$ cat src/sv/fct_pkg.sv
// ----------------------------------------------------------------------------
// fct_pkg
// Shared types and constants for the flow counter table.
// ----------------------------------------------------------------------------
package fct_pkg;

  localparam int unsigned TableEntriesDef = 1024;

  localparam logic [7:0]  ProtoIcmp = 8'd1;
  localparam logic [7:0]  ProtoTcp  = 8'd6;
  localparam logic [7:0]  ProtoUdp  = 8'd17;
  localparam logic [15:0] DnsPort   = 16'd53;

  typedef enum logic [1:0] {
    StatOk     = 2'd0,
    StatFull   = 2'd1,
    StatAbsent = 2'd2
  } status_e;

  // first member lands in the top bits, so syn_count sits at bit 0
  typedef struct packed {
    logic [31:0] byte_count;
    logic [31:0] packet_count;
    logic [31:0] tcp_count;
    logic [31:0] icmp_count;
    logic [31:0] dns_count;
    logic [31:0] udp_count;
    logic [31:0] fin_count;
    logic [31:0] rst_count;
    logic [31:0] syn_count;
  } counters_t;

  typedef struct packed {
    logic [31:0] src_ip;
    logic [31:0] dst_ip;
    logic [15:0] l4_port;
    logic [7:0]  protocol;
    logic [15:0] total_length;
    logic        l4_present;
    logic        tcp_syn;
    logic        tcp_fin;
    logic        tcp_rst;
  } item_t;

  typedef struct packed {
    logic ld;       // capture input word
    logic set_hit;  // key found at current address
    logic clr_hit;  // key not in table
    logic next;     // advance scan address
    logic upd;      // apply update or read
    logic phase2;   // start port-entry lookup
    logic emit;     // load output register
  } cmd_t;

  typedef struct packed {
    logic fill_zero;
    logic match;
    logic last;
    logic is_read;
    logic need_l4;
    logic phase1;
    logic out_free;
  } stat_t;

endpackage

$ cat src/sv/fct_ctrl.sv
// ----------------------------------------------------------------------------
// fct_ctrl
// Sequencer: scans the table for a key, then updates or reports.
// ----------------------------------------------------------------------------
module fct_ctrl (
  input  logic           clk_i,
  input  logic           rst_ni,
  input  logic           in_valid_i,
  output logic           in_ready_o,
  input  fct_pkg::stat_t stat_i,
  output fct_pkg::cmd_t  cmd_o
);
  import fct_pkg::*;

  typedef enum logic [4:0] {
    StIdle = 5'b00001,
    StLook = 5'b00010,
    StCmp  = 5'b00100,
    StUpd  = 5'b01000,
    StOut  = 5'b10000
  } state_e;

  state_e state_q, state_d;

  always_comb begin
    state_d    = state_q;
    cmd_o      = '0;
    in_ready_o = 1'b0;
    unique case (state_q)
      StIdle: begin
        in_ready_o = 1'b1;
        if (in_valid_i) begin
          cmd_o.ld = 1'b1;
          state_d  = StLook;
        end
      end
      StLook: begin
        if (stat_i.fill_zero) begin
          cmd_o.clr_hit = 1'b1;
          state_d       = StUpd;
        end else begin
          state_d = StCmp;
        end
      end
      StCmp: begin
        priority if (stat_i.match) begin
          cmd_o.set_hit = 1'b1;
          state_d       = StUpd;
        end else if (stat_i.last) begin
          cmd_o.clr_hit = 1'b1;
          state_d       = StUpd;
        end else begin
          cmd_o.next = 1'b1;
          state_d    = StLook;
        end
      end
      StUpd: begin
        cmd_o.upd = 1'b1;
        if (!stat_i.is_read && !stat_i.phase1 && stat_i.need_l4) begin
          cmd_o.phase2 = 1'b1;
          state_d      = StLook;
        end else begin
          state_d = StOut;
        end
      end
      StOut: begin
        if (stat_i.out_free) begin
          cmd_o.emit = 1'b1;
          state_d    = StIdle;
        end
      end
      default: state_d = StIdle;
    endcase
  end

  always_ff @(posedge clk_i or negedge rst_ni) begin
    if (!rst_ni) begin
      state_q <= StIdle;
    end else begin
      state_q <= state_d;
    end
  end

endmodule

$ cat config.mk
export PLATFORM = sky130hd
export DESIGN_NAME = fct_ctrl
export DESIGN_NICKNAME = d
export VERILOG_FILES = /design/src/sv/fct_pkg.sv /design/src/sv/fct_ctrl.sv
export SDC_FILE = /design/constraint.sdc
export NUM_CORES = 1
export LEC_CHECK = 0
export ABC_CLOCK_PERIOD_IN_PS = 1600
export BUFFER_PORTS_ARGS = -buffer_cell sky130_fd_sc_hd__clkbuf_2
export CAP_MARGIN = 20
export CORE_AREA = 5 5 42 44
export DETAILED_ROUTE_END_ITERATION = 6
export DIE_AREA = 0 0 47 49
export PLACE_DENSITY = 0.56
export SLEW_MARGIN = 20
export SYNTH_ARGS = -nofsm -noshare
export SYNTH_HDL_FRONTEND = slang
export SYNTH_SLANG_ARGS = --single-unit
$ cat constraint.sdc
create_clock -name clk_i -period 1.6 [get_ports clk_i]
set_clock_uncertainty 0.1 [all_clocks]
set_input_delay 0.16 -clock clk_i [delete_from_list [all_inputs] [get_ports clk_i]]
set_output_delay 0.16 -clock clk_i [all_outputs]
set_load 0.05 [all_outputs]
* Word-level counts from Yosys, hierarchy flattened
Cells that the tools add are included.
Widths: inputs -> output; s select.
** Word-level totals
- Flip-flop bits (word level) :: 5
- Input port bits :: 10
- Output and inout port bits :: 8
** Cells by class
- Eq/ne operators :: 7
- Mux-type cells :: 22
- Reductions and logical operators :: 5
** Operators with widths (count)
- $pmux 5 s5 :: 1
- $mux 5 :: 4
- $mux 1 :: 12
- $mux 4 :: 2
- $eq 5x1->1 const B :: 1
- $eq 5x2->1 const B :: 1
- $eq 5x3->1 const B :: 1
- $eq 5x4->1 const B :: 1
- $eq 5x5->1 const B :: 1
- $mux 2 :: 2
- $ne 2x2->1 const B :: 2
- $logic_and 1x1->1 :: 2
- $logic_not 1->1 :: 2
- $pmux 1 s2 :: 1
- $reduce_and 2->1 :: 1

* Depth between registers and ports, before layout
- Depth after elaboration :: 5
- Mapped depth :: 5
- Gate-level depth less buffers :: 4

* Worst setup path before layout
Ideal clock, no wire load.
- Path kind :: register to output
- From :: register state_q[4]
- To :: output port cmd_o[1] (netlist name)
- Arrival :: 2.210 ns
- Data required time :: 1.340 ns
- Slack :: -0.870 ns
- Cell stages (with the launch flop) :: 5
- Cells stage by stage :: dfrtp_1 buf_4 nor2_1 nand2_1 nor4_1
** RTL lines
- from (decl) :: RTL line fct_ctrl.sv:23 : state_e state_q, state_d;
- from (signal assigned) :: RTL line fct_ctrl.sv:78 : state_q <= StIdle;
- from (signal assigned) :: RTL line fct_ctrl.sv:80 : state_q <= state_d;
- to (decl) :: RTL line fct_ctrl.sv:11 : output fct_pkg::cmd_t cmd_o

==> metrics.cfg <==
[floorplan]
die-area_sq_um=2303
die-height_um=49
initial_utilization_pct=30.36
die_w_um=47
num_rows=14
core_area_sq_um=1401
io_pins=18

[cells_and_area]
reg_top3=state_q (5)
layout.nets=101
largest_reg_flops=5
diodes=0
regMostFlops=state_q
area_growth_pct=111.2
drive_gt1_share_pct=75.56

[run_status]
status=finished, violations left
violations=negative setup slack

[timing]
timing.hold.ws_ns=0.08325
rsz0062_at_grt=yes
setup_ws_ns=-0.1052
worst_slew_margin_rel_pct=80.97
drv_slew=0
fmax_mhz=586.4
tightest_slew_ns=0.2848
setup_viol=5
period_share_pct=106.6
fin_crit_ns=1.705
finalHoldViolCount=0

[worst_setup_path]
path_delay_family=simple AND/OR/NAND/NOR gates
critical_path_buf_inv_count=2
cp_max_fo=4
cp-end-kind=output pin
max_stage_delay_ns=0.45
rrSetupSlack_ns=0.03
reg2reg_depth=6
endpoint=cmd_o[6]
cp.required_ns=1.34
cp_cell_sequence=nor3_4 > nand3_2 > clkinvlp_4 > and2_4 > clkbuf_16
r2r-start=state_q[4]$_DFFE_PN0P_
cp-startpoint=state_q[4]$_DFFE_PN0P_
worstSetupPathType=flip-flop to output pin
worstPathArrival_ns=1.45
cp_num_cells=5
start_kind=flip-flop
slowest_stage=dfrtp_2
r2r_end=state_q[1]$_DFFE_PN0P_

[power_and_ir_drop]
ir_worst_vdd_uv=692.7
leakagePower_nw=0.4236
powerDensity_nw_per_um2=1320

[clocking]
clk-insertion-delay-late_ns=0.26
cts_tree=yes
cts.sinks=5
clk_pin_slew_worst_paths_ns=0.05
numCtsBuffers=3
clockBufferDepth=2
htreeDepth=1
cts-root-buf=clkbuf_4

[detailed_routing]
drtAntennaViolNets=0
wl_um=1534
drt-vias-per-instance=4.811
avgRoutedWirePerCell_um=14.47
drt_first_iter_violations=3
drc=0
num_vias=510
drt_pass1_iterations=2

[logic_synthesis]
ys_seq_area_share_pct=29.71
syn_area_sq_um=425.4
synthFlopType=dfrtp_1
synth_area_leaders=dfrtp_1 24%, dfstp_2 6.2%, nor2_1 6.2%
synth_top_area_share_pct=23.53
avgSynthCellArea_sq_um=8.682
async_flop_share_pct=100.0
synth_edf_count=0
ys_warn_count=0
ys_seq_elements=5
synth_nets=59
synth.largest_area_cell=dfrtp_1
ys_types=26
syn_inst=49

[grt]
grt_pass1_wl_um=2415
grt_max_degree=8
first_global_vias=562
grt.overflow.total=0
grt.total_usage_pct=14.63
antenna_found_initial=0

[hold_path]
holdCritPathClass=input pin to flip-flop

[place]
pre_cts_slack_ns=0.03450
post-dp-hpwl_um=914.7
port_buffers=17
place.gp.congestion=0.7691

[flow_run]
cap_violations=0

==> worst min-delay path by stage <==
stage                     cells past startpoint                endpoint  startpoint
final                                         2  state_q[0]$_DFFE_PN1P_   stat_i[0]
after global routing                          2  state_q[0]$_DFFE_PN1P_   stat_i[0]
after CTS                                     2  state_q[0]$_DFFE_PN1P_   stat_i[0]
after detailed placement                      1  state_q[2]$_DFFE_PN0P_      rst_ni
after global placement                        1  state_q[4]$_DFFE_PN0P_      rst_ni
after floorplan                               0  state_q[1]$_DFFE_PN0P_      rst_ni
==> final cells by class <==
cell class                      instances  area [sq um]
Clock buffer                            3         22.52
Clock inverter                          1         5.005
Fill cell                             108         503.0
Inverter                                5         22.52
Multi-Input combinational cell         36         340.3
Sequential cell                         5         130.1
Tap cell                               16         20.02
Timing Repair Buffer                   40         357.8
==> stage by stage <==
step	cell area, sq um	power, mW	utilization, %	instances	setup TNS, ns
finish	898.4	1.186	64.11	106	-0.3294
global route	898.4	1.263	64.11	106	-0.9378
CTS	814.5	1.111	58.13	102	-0.1901
detailed placement	601.8	0.7804	42.95	87	0
global placement	601.8	0.7788	42.95	87	0
floorplan	466.7	0.6149	-	49	-0.02038
==> what timing repair did <==
action,CTS,global route
setup buffers,9,5
hold buffers,2,0
setup endpoints to repair,8,10
gates resized for setup,25,17
hold endpoints to repair,6,0
pin swaps,6,10
==> metal layers <==
| metal | track usage (%) | wire, um | up-vias |
|---|---|---|---|
| met4 | 9.677 | 41 | 0 |
| met5 | 0 | 0 | - |
| met1 | 15.56 | 532 | 237 |
| met3 | 2.583 | 92 | 5 |
| li1 | - | - | 251 |
| met2 | 24.66 | 868 | 17 |
==> cells in the mapped netlist, types with 2 or more instances <==
library cell  number
buf_6              2
nor2_1             7
nand2_1            4
nand4_1            2
nor2_2             2
dfrtp_1            4
o21ai_1            2
nand3_1            4
inv_1              5
==> cell usage in the layout, fill, tap and decap left out, drive strengths merged, types with 2 or more instances in the layout <==
master	netlist	layout
dfrtp	4	4
nand4	2	2
o21ai	2	2
clkbuf	0	16
dlygate4sd3	0	2
nand3	4	4
nor2	9	9
nand2	4	4
inv	5	4
buf	3	25
==> power breakdown <==
group | total (mW) | internal [mW] | switching, mW
logic | 0.805 | 0.404 | 0.401
clock network | 0.163 | 0.0915 | 0.0715
registers | 0.218 | 0.168 | 0.0503
==> kinds of logic (layout without fill, tap and decap cells) <==
family | after synthesis | after routing | share of synthesized area (%)
simple gates | 29 | 29 | 43.24
buf+inv | 8 | 49 | 11.47
compound gates | 6 | 6 | 13.53
flops | 5 | 5 | 29.71
xor+xnor | 1 | 1 | 2.059
Power figures use the tool's default switching activity.
